### config.mk
export PLATFORM = sky130hd
export DESIGN_NAME = rle_row_decoder
export DESIGN_NICKNAME = d
export VERILOG_FILES = /design/src/rtl/rle_pkg.sv /design/src/rtl/rle_front.sv /design/src/rtl/rle_queue.sv /design/src/rtl/rle_back.sv /design/src/rtl/rle_row_decoder.sv
export SDC_FILE = /design/constraint.sdc
export NUM_CORES = 1
export LEC_CHECK = 0
export ABC_AREA = 0
export BUFFER_PORTS_ARGS = -buffer_cell sky130_fd_sc_hd__buf_2
export CELL_PAD_IN_SITES_DETAIL_PLACEMENT = 1
export CELL_PAD_IN_SITES_GLOBAL_PLACEMENT = 2
export CORE_ASPECT_RATIO = 0.8
export CORE_MARGIN = 8
export CORE_UTILIZATION = 34
export CTS_BUF_LIST = sky130_fd_sc_hd__clkbuf_16
export DETAILED_ROUTE_END_ITERATION = 6
export GPL_TIMING_DRIVEN = 0
export PLACE_DENSITY_LB_ADDON = 0.1
export SLEW_MARGIN = 25
export SYNTH_ARGS = -nofsm -noshare
export SYNTH_HDL_FRONTEND = slang
export SYNTH_SLANG_ARGS = --single-unit
### constraint.sdc
create_clock -name clk -period 8.1 [get_ports clk]
set_input_delay 1.62 -clock clk [delete_from_list [all_inputs] [get_ports clk]]
set_output_delay 1.62 -clock clk [all_outputs]
set_load 0.05 [all_outputs]
### src/rtl/rle_pkg.sv
// rle_pkg: shared types and constants for the run-length row decoder
// payload structs, config write struct, phase enum, status and register codes
// no dependencies
`default_nettype none

package rle_pkg;

	// result queue between the parser and the output stage
	localparam int QDEPTH = 4;
	localparam int QAW    = $clog2(QDEPTH);

	// header byte fields
	localparam logic [7:0] HDR_REPEAT = 8'h80;
	localparam logic [7:0] HDR_COUNT  = 8'h7F;

	// bytes per pixel unit limits
	localparam logic [2:0] PB_MIN = 3'd1;
	localparam logic [2:0] PB_MAX = 3'd4;

	// configuration register indexes
	localparam logic CFG_PIXEL_BYTES = 1'b0;
	localparam logic CFG_ROW_UNITS   = 1'b1;

	// result status codes
	localparam logic [1:0] ST_NORMAL    = 2'd0;
	localparam logic [1:0] ST_ZERO_END  = 2'd1;
	localparam logic [1:0] ST_EARLY_END = 2'd2;

	typedef enum logic [1:0] {
		PH_HEADER,
		PH_PIXEL,
		PH_SKIP
	} phase_t;

	typedef struct packed {
		logic [7:0] code_byte;
		logic       record_end;
	} code_in_t;

	typedef struct packed {
		logic [31:0] pixel;
		logic [6:0]  run_count;
		logic        row_end;
		logic [1:0]  status;
	} result_t;

	typedef struct packed {
		logic        index;
		logic [15:0] data;
	} cfg_wr_t;

endpackage

`default_nettype wire

### src/rtl/rle_front.sv
// rle_front: header/pixel parser of the run-length row decoder
// turns each code byte into at most one run result; depends on rle_pkg
`default_nettype none

module rle_front
	import rle_pkg::*;
(
	input  wire logic     clk,
	input  wire logic     arst_n,
	input  wire logic     cfg_we,
	input  wire cfg_wr_t  cfg_wr,
	input  wire logic     byte_take,
	input  wire code_in_t byte_in,
	output logic          res_push,
	output result_t       res_data
);

	logic [2:0]  pixel_bytes_q;
	logic [15:0] row_units_q;

	phase_t      phase_q, phase_n;
	logic [1:0]  idx_q, idx_n;
	logic [23:0] gather_q, gather_n;
	logic [6:0]  run_q, run_n;
	logic        rep_q, rep_n;
	logic [15:0] units_q, units_n;

	logic [7:0]  b;
	logic [31:0] val;
	logic        unit_done;
	logic [6:0]  cnt;
	logic [15:0] units_sub;
	logic        res_vld;
	result_t     res;

	assign b   = byte_in.code_byte;
	assign val = {8'd0, gather_q} | ({24'd0, b} << {idx_q, 3'b000});
	assign unit_done = ({1'b0, idx_q} + 3'd1) >= pixel_bytes_q;
	assign cnt = ({9'd0, run_q} < units_q) ? run_q : units_q[6:0];

	always_comb begin
		phase_n   = phase_q;
		idx_n     = idx_q;
		gather_n  = gather_q;
		run_n     = run_q;
		rep_n     = rep_q;
		units_n   = units_q;
		res_vld   = 1'b0;
		res       = '0;
		units_sub = units_q;
		case (phase_q)
			PH_HEADER: begin
				if (units_q == 16'd0) begin
					phase_n = PH_SKIP;
				end else if ((b & HDR_REPEAT) != 8'd0) begin
					run_n    = b[6:0] & HDR_COUNT[6:0];
					rep_n    = 1'b1;
					idx_n    = 2'd0;
					gather_n = '0;
					phase_n  = PH_PIXEL;
				end else if (b == 8'd0) begin
					res_vld       = 1'b1;
					res.row_end   = 1'b1;
					res.status    = ST_ZERO_END;
					phase_n       = PH_SKIP;
				end else begin
					run_n    = b[6:0];
					rep_n    = 1'b0;
					idx_n    = 2'd0;
					gather_n = '0;
					phase_n  = PH_PIXEL;
				end
			end
			PH_PIXEL: begin
				if (unit_done) begin
					idx_n    = 2'd0;
					gather_n = '0;
					if (rep_q) begin
						units_sub = units_q - {9'd0, cnt};
						if (cnt != 7'd0) begin
							units_n       = units_sub;
							res_vld       = 1'b1;
							res.pixel     = val;
							res.run_count = cnt;
							res.row_end   = (units_sub == 16'd0);
							res.status    = ST_NORMAL;
						end
						run_n   = 7'd0;
						phase_n = (units_n == 16'd0) ? PH_SKIP : PH_HEADER;
					end else begin
						units_sub = units_q - 16'd1;
						if (units_q != 16'd0) begin
							units_n       = units_sub;
							res_vld       = 1'b1;
							res.pixel     = val;
							res.run_count = 7'd1;
							res.row_end   = (units_sub == 16'd0);
							res.status    = ST_NORMAL;
						end
						if (run_q != 7'd0) begin
							run_n = run_q - 7'd1;
						end
						if (units_n == 16'd0) begin
							phase_n = PH_SKIP;
						end else if (run_n == 7'd0) begin
							phase_n = PH_HEADER;
						end
					end
				end else begin
					gather_n = val[23:0];
					idx_n    = idx_q + 2'd1;
				end
			end
			default: begin
				// row full or ended: bytes are dropped until the record closes
			end
		endcase

		if (byte_in.record_end) begin
			// record closed before the row was complete
			if (phase_n != PH_SKIP && units_n != 16'd0) begin
				if (res_vld) begin
					res.row_end = 1'b1;
					res.status  = ST_EARLY_END;
				end else begin
					res_vld     = 1'b1;
					res         = '0;
					res.row_end = 1'b1;
					res.status  = ST_EARLY_END;
				end
			end
			phase_n  = PH_HEADER;
			idx_n    = 2'd0;
			gather_n = '0;
			run_n    = 7'd0;
			rep_n    = 1'b0;
			units_n  = row_units_q;
		end
	end

	assign res_push = byte_take && res_vld;
	assign res_data = res;

	always_ff @(posedge clk or negedge arst_n) begin
		if (!arst_n) begin
			pixel_bytes_q <= PB_MIN;
			row_units_q   <= 16'd1;
			phase_q       <= PH_HEADER;
			idx_q         <= 2'd0;
			gather_q      <= '0;
			run_q         <= 7'd0;
			rep_q         <= 1'b0;
			units_q       <= 16'd1;
		end else begin
			if (byte_take) begin
				phase_q  <= phase_n;
				idx_q    <= idx_n;
				gather_q <= gather_n;
				run_q    <= run_n;
				rep_q    <= rep_n;
			end
			// a row length write reloads the unit count of the current row
			if (cfg_we && cfg_wr.index == CFG_ROW_UNITS) begin
				units_q <= cfg_wr.data;
			end else if (byte_take) begin
				units_q <= units_n;
			end
			if (cfg_we) begin
				case (cfg_wr.index)
					CFG_PIXEL_BYTES: begin
						if (cfg_wr.data[2:0] < PB_MIN) begin
							pixel_bytes_q <= PB_MIN;
						end else if (cfg_wr.data[2:0] > PB_MAX) begin
							pixel_bytes_q <= PB_MAX;
						end else begin
							pixel_bytes_q <= cfg_wr.data[2:0];
						end
					end
					CFG_ROW_UNITS: begin
						row_units_q <= cfg_wr.data;
					end
					default: begin
					end
				endcase
			end
		end
	end

	a_marker_fields: assert property (@(posedge clk) disable iff (!arst_n)
		res_push && res_data.status != ST_NORMAL |-> res_data.row_end)
		else $error("end status without row_end");

	a_zero_end_empty: assert property (@(posedge clk) disable iff (!arst_n)
		res_push && res_data.status == ST_ZERO_END |->
			res_data.run_count == 7'd0 && res_data.pixel == 32'd0)
		else $error("zero end marker carries data");

	a_pb_range: assert property (@(posedge clk) disable iff (!arst_n)
		pixel_bytes_q >= PB_MIN && pixel_bytes_q <= PB_MAX)
		else $error("pixel_bytes out of range");

endmodule

`default_nettype wire

### src/rtl/rle_queue.sv
// rle_queue: small result queue between parser and output stage
// depends on rle_pkg for the result struct and depth
`default_nettype none

module rle_queue
	import rle_pkg::*;
(
	input  wire logic    clk,
	input  wire logic    arst_n,
	input  wire logic    push,
	input  wire result_t wdata,
	input  wire logic    pop,
	output result_t      rdata,
	output logic         empty,
	output logic         full
);

	result_t        mem_q [QDEPTH];
	logic [QAW-1:0] wr_ptr_q, rd_ptr_q;
	logic [QAW:0]   count_q;

	assign empty = (count_q == '0);
	assign full  = (count_q == (QAW+1)'(QDEPTH));
	assign rdata = mem_q[rd_ptr_q];

	always_ff @(posedge clk) begin
		if (push) begin
			mem_q[wr_ptr_q] <= wdata;
		end
	end

	always_ff @(posedge clk or negedge arst_n) begin
		if (!arst_n) begin
			wr_ptr_q <= '0;
			rd_ptr_q <= '0;
			count_q  <= '0;
		end else begin
			if (push) begin
				wr_ptr_q <= wr_ptr_q + 1'b1;
			end
			if (pop) begin
				rd_ptr_q <= rd_ptr_q + 1'b1;
			end
			if (push && !pop) begin
				count_q <= count_q + 1'b1;
			end else if (pop && !push) begin
				count_q <= count_q - 1'b1;
			end
		end
	end

	a_no_overflow: assert property (@(posedge clk) disable iff (!arst_n)
		push |-> !full || pop)
		else $error("push into full queue");

	a_no_underflow: assert property (@(posedge clk) disable iff (!arst_n)
		pop |-> !empty)
		else $error("pop from empty queue");

	a_ptr_count: assert property (@(posedge clk) disable iff (!arst_n)
		(wr_ptr_q - rd_ptr_q) == count_q[QAW-1:0])
		else $error("queue pointers disagree with count");

endmodule

`default_nettype wire

### src/rtl/rle_back.sv
// rle_back: output register stage of the run-length row decoder
// drains the result queue onto the valid/ready result channel; depends on rle_pkg
`default_nettype none

module rle_back
	import rle_pkg::*;
(
	input  wire logic    clk,
	input  wire logic    arst_n,
	input  wire logic    q_empty,
	input  wire result_t q_data,
	output logic         q_pop,
	output logic         out_valid,
	input  wire logic    out_ready,
	output result_t      out_data
);

	logic    valid_q;
	result_t data_q;

	// refill whenever the register is empty or being drained this cycle
	assign q_pop     = !q_empty && (!valid_q || out_ready);
	assign out_valid = valid_q;
	assign out_data  = data_q;

	always_ff @(posedge clk) begin
		if (q_pop) begin
			data_q <= q_data;
		end
	end

	always_ff @(posedge clk or negedge arst_n) begin
		if (!arst_n) begin
			valid_q <= 1'b0;
		end else if (q_pop) begin
			valid_q <= 1'b1;
		end else if (out_ready) begin
			valid_q <= 1'b0;
		end
	end

endmodule

`default_nettype wire

### src/rtl/rle_row_decoder.sv
// rle_row_decoder: top level of the packbits-style run-length row decoder
// ties parser, result queue and output stage together; depends on rle_pkg
//
// usage
//  - in channel (in_valid/in_ready/in_data): one code byte per transfer, with
//    record_end set on the last byte of a row record
//  - out channel (out_valid/out_ready/out_data): zero or one result per byte,
//    a pixel unit with its run count, row_end and status
//  - cfg channel (cfg_valid/cfg_ready/cfg_index/cfg_data): index 0 sets bytes
//    per pixel (clamped to 1..4), index 1 sets pixel units per row and
//    restarts the unit count of the row; cfg_ready is always high; the user must
//    make writes only while the decoder is idle, which the block does not enforce
//  - throughput: one byte per cycle while the result queue is not full; each
//    byte transfer updates the phase/count registers
//  - result path: a result is written into the queue at its byte transfer and
//    then moved into the output register that drives out_valid
//  - receiver stall: results collect in a four-entry queue; in_ready drops
//    only once that queue is full
//  - reset: bytes per pixel 1, row length 1, parser waits for a header,
//    queue and output register empty
`default_nettype none

module rle_row_decoder
	import rle_pkg::*;
(
	input  wire logic        clk,
	input  wire logic        arst_n,
	input  wire logic        in_valid,
	output logic             in_ready,
	input  wire code_in_t    in_data,
	output logic             out_valid,
	input  wire logic        out_ready,
	output result_t          out_data,
	input  wire logic        cfg_valid,
	output logic             cfg_ready,
	input  wire logic        cfg_index,
	input  wire logic [15:0] cfg_data
);

	logic    byte_take;
	logic    res_push;
	result_t res_data;
	result_t q_data;
	logic    q_empty;
	logic    q_full;
	logic    q_pop;
	cfg_wr_t cfg_wr;

	// a byte may always produce a result, so only take it with a free slot
	assign in_ready  = !q_full;
	assign byte_take = in_valid && in_ready;

	assign cfg_ready    = 1'b1;
	assign cfg_wr.index = cfg_index;
	assign cfg_wr.data  = cfg_data;

	rle_front u_front (
		.clk       (clk),
		.arst_n    (arst_n),
		.cfg_we    (cfg_valid && cfg_ready),
		.cfg_wr    (cfg_wr),
		.byte_take (byte_take),
		.byte_in   (in_data),
		.res_push  (res_push),
		.res_data  (res_data)
	);

	rle_queue u_queue (
		.clk    (clk),
		.arst_n (arst_n),
		.push   (res_push),
		.wdata  (res_data),
		.pop    (q_pop),
		.rdata  (q_data),
		.empty  (q_empty),
		.full   (q_full)
	);

	rle_back u_back (
		.clk       (clk),
		.arst_n    (arst_n),
		.q_empty   (q_empty),
		.q_data    (q_data),
		.q_pop     (q_pop),
		.out_valid (out_valid),
		.out_ready (out_ready),
		.out_data  (out_data)
	);

endmodule

`default_nettype wire

==> results_dict.tcl <==
set metrics [dict create \
    post_synthesis_instance_total 1154 \
    fp.dieH_microns 197 \
    grt_start_max_net_pins 59 \
    dieWidth_microns 242 \
    dp_hpwl_microns 31900 \
    syn_area_per_cell_sq_um 12.1 \
    slew_margin_rel_pct 36.6 \
    placement_rows 66 \
    synth_ff_type "edfxtp_1" \
    netlist-cell-type-count 89 \
    antenna-diode-count 0 \
    netlist_top_cells_area "edfxtp_1 45%, dfrtp_1 14%, mux4_2 6.8%" \
    synth_largest_area_cell "edfxtp_1" \
    clkLatencyLatePin_ns 0.58 \
    grt_use_total_pct 18.0 \
    number_of_vias_per_cell 5.38 \
    cts_buffer_depth 3 \
    timing.setup.tns_ns 0 \
    power_leakage_nw 6.11 \
    fillers 4336 \
    max_slew_violation_count 0 \
    wl_per_cell_microns 23.6 \
    grt_first_pass_wirelength_microns 66700 \
    synth_seq_cells 289 \
    number_of_nets_in_the_finished_design 1331 \
    vias_in_the_first_global_route 10400 \
    design_power_total_w 0.00630 \
    worstMarginPinSlew_ns 0.936 \
    register_area_sq_um 8290 \
    asyncSetResetFlopFracSynth_pct 27.3 \
    first_drt_pass_iteration_count 5 \
    drive_above_1_share_pct 17.5 \
    grt_setup_unrepaired "false" \
    gp_routability_congestion 0.899 \
    synth_edf_count 210 \
    totalWireLength_microns 43400 \
    cap_violations 0 \
    design.portCount 76 \
    timing.fmax_mhz 129 \
    status "completed" \
    floorplan.initialDensity_pct 34.4 \
    globalRoute.totalOverflow 0 \
    final-setup-viol-count 0 \
    cts-buffers-inserted 31 \
    synth.cell_area_sq_um 13900 \
    multiInputGateArea_sq_um 5290 \
    die-area_sq_um 47700 \
    tritoncts "built" \
    syn-num-nets 1215 \
    path_clk_slew_ns 0.06 \
    worstPathRequired_ns 8.37 \
    hp-class "flop to flop" \
    timing.critical_path.to_type "flop" \
    vdd_drop_max_mv 0.190 \
    synth_warnings 0 \
    core_sq_um 40500 \
    route.antenna.remaining_nets 0 \
    criticalPathCategory "flop to flop" \
    pwr_density_cell_nw_per_um2 384 \
    finalCritPeriodShare_pct 95.5 \
    drt_iter0_markers 734 \
    timing.final.hold_violations 0 \
    htree_num_levels 1 \
    final.setup_skew_ns 0.0296 \
    cp-start-kind "flop" \
    critPathMaxFanout 19 \
    min_period_ns 7.74 \
    cell_chosen_for_the_clock_root "clkbuf_16" \
    via_count 9903 \
    drt_drc_violations_left 0 \
    area_growth_pct 17.7 \
    synth-seq-area-share_pct 59.5 \
    number_of_antenna_violations_at_the_first_check_in_global_routing 0 \
    cts_num_sinks 289 \
    synth_top_area_share_pct 45.3 \
    worst-endpoint-arrival_ns 8.01 \
    numPortBuffers 66 \
]
-- cell type report --
type / instances / share of cell area [%]
buffer: 69 / 1.81
sequential: 289 / 50.5
clock buffer: 31 / 4.73
inverter: 38 / 0.870
multi-input combinational: 758 / 32.3
tap: 544 / 4.15
timing repair buffer: 83 / 4.20
clock inverter: 27 / 1.43
-- cell families (layout without fill, tap and decap cells) --
group                      after synthesis  after routing  share of synthesized area (%)
xor gates and xnor gates                19             19                           1.19
and+or+nand+nor                        390            390                           13.7
AOI/OAI and AO/OA                      262            262                           11.8
muxes                                   56             56                           7.86
buffers and inverters                  107            248                           3.13
DFF                                    289            289                           59.5
other                                    1              1                         0.0269
adders and majority gates               30             30                           2.80
-- layout by cell type (no fill, tap or decap), types with 7 or more instances in the layout --
cell type / instances
nand2_1: 121
xor2_1: 7
o211ai_1: 7
o21ai_0: 47
and2_1: 13
edfxtp_1: 210
a21oi_1: 108
buf_2: 72
buf_16: 11
nand2b_1: 7
nor4_1: 14
nand3_1: 15
clkinv_1: 8
inv_1: 45
nor3_1: 28
clkbuf_1: 50
nor2_1: 129
a31oi_1: 17
mux4_2: 42
mux2i_1: 10
ha_1: 28
nor2b_1: 9
buf_4: 7
dfrtp_1: 76
clkbuf_16: 31
a21o_1: 8
xnor2_1: 12
-- what timing repair did --
item	4_1_cts	5_1_grt
hold buffers	0	0
endpoints found under the setup margin	1	21
pin swaps	0	1
resized for setup	1	4
buffers inserted	0	3
-- worst paths after layout --
path	from	endpoint	slack, ns	depth (start not counted)
max	u_front.units_q[1]	u_queue.mem_q[1][29]	0.36	25
min	u_front.row_units_q[4]	u_front.row_units_q[4]	0.47	2
max reg2reg	u_front.units_q[1]	u_queue.mem_q[1][29]	0.36	25
min reg2reg	u_front.row_units_q[4]	u_front.row_units_q[4]	0.47	2
max in group asynchronous	arst_n	u_queue.rd_ptr_q[0]	6.55	2
min in group asynchronous	arst_n	u_front.row_units_q[8]	0.91	1
-- where the power goes --
group          switching [W]  leakage (nW)  total [W]  internal, W
registers           0.000184          3.01    0.00216      0.00198
logic                0.00185          2.58    0.00273     0.000883
clock network       0.000583         0.522    0.00141     0.000823
-- Yosys cell counts (all sizes together), types with 5 or more instances --
master  number
buf         17
ha          28
a21o         8
xnor2       12
nor2b       10
mux4        42
nor4        19
o21ai       55
nand3       15
nand2      123
clkbuf      52
dfrtp       76
or3          5
xor2         7
nor2       135
edfxtp     210
a21oi      109
and2        14
o31ai        6
o211ai       7
nor3        33
inv         38
nand2b       8
mux2i       10
a31oi       18
-- worst max-delay path, cell delays in order, from the launching register on --
cell	delay, ns
dfrtp_1	0.51
clkbuf_1	0.46
inv_1	0.33
ha_1	0.42
a2111oi_4	0.35
o21ai_2	0.21
nand2_2	0.13
buf_4	0.18
clkbuf_1	0.33
nor2_1	0.07
a21oi_1	0.32
ha_1	0.36
a21o_1	0.19
a21o_1	0.19
or3_1	0.39
a21o_1	0.26
nor4_2	0.29
mux2i_1	0.27
a221oi_2	0.13
and4_1	0.25
a31oi_2	0.62
o21ai_4	0.14
buf_4	0.19
nor2_4	0.38
buf_16	0.22
buf_16	0.18
-- layer usage --
metal  share of wire, %  GRT usage [%]  up-vias  wire length [microns]
met5                  0              0        -                      0
met4                1.5           3.21        0                    631
met3                4.2           2.39       42                   1820
met2                 43           26.8      203                  18600
met1                 51           27.8     5117                  22300
li1                   -              -     4541                      -
-- state kept, by name, indices dropped and copies added, names as in the netlist, 2 cells and up --
register and cells:
u_front.phase_q 2, u_back.out_data 42, u_front.run_q 7, u_queue.wr_ptr_q 2, u_front.row_units_q 16, u_queue.mem_q 168
u_queue.rd_ptr_q 2, u_front.units_q 16, u_queue.count_q 3, u_front.pixel_bytes_q 3, u_front.idx_q 2, u_front.gather_q 24
-- through the flow --
step | utilization, % | hold slack [ns] | worst slack [ns] | cells | area, sq um
4_1_cts | 40.3 | 0.478 | 0.0634 | 1835 | 16300
3_3_place_gp | 36.9 | 0.457 | -2.34 | 1764 | 14900
3_5_place_dp | 37.8 | 0.463 | 0.0113 | 1777 | 15300
6_report | 40.4 | 0.473 | 0.363 | 1839 | 16400
2_1_floorplan | - | 0.437 | 0.937 | 1154 | 13900
5_1_grt | 40.4 | 0.507 | 0.0324 | 1839 | 16400
No activity file was read; power rests on OpenSTA's default activity.
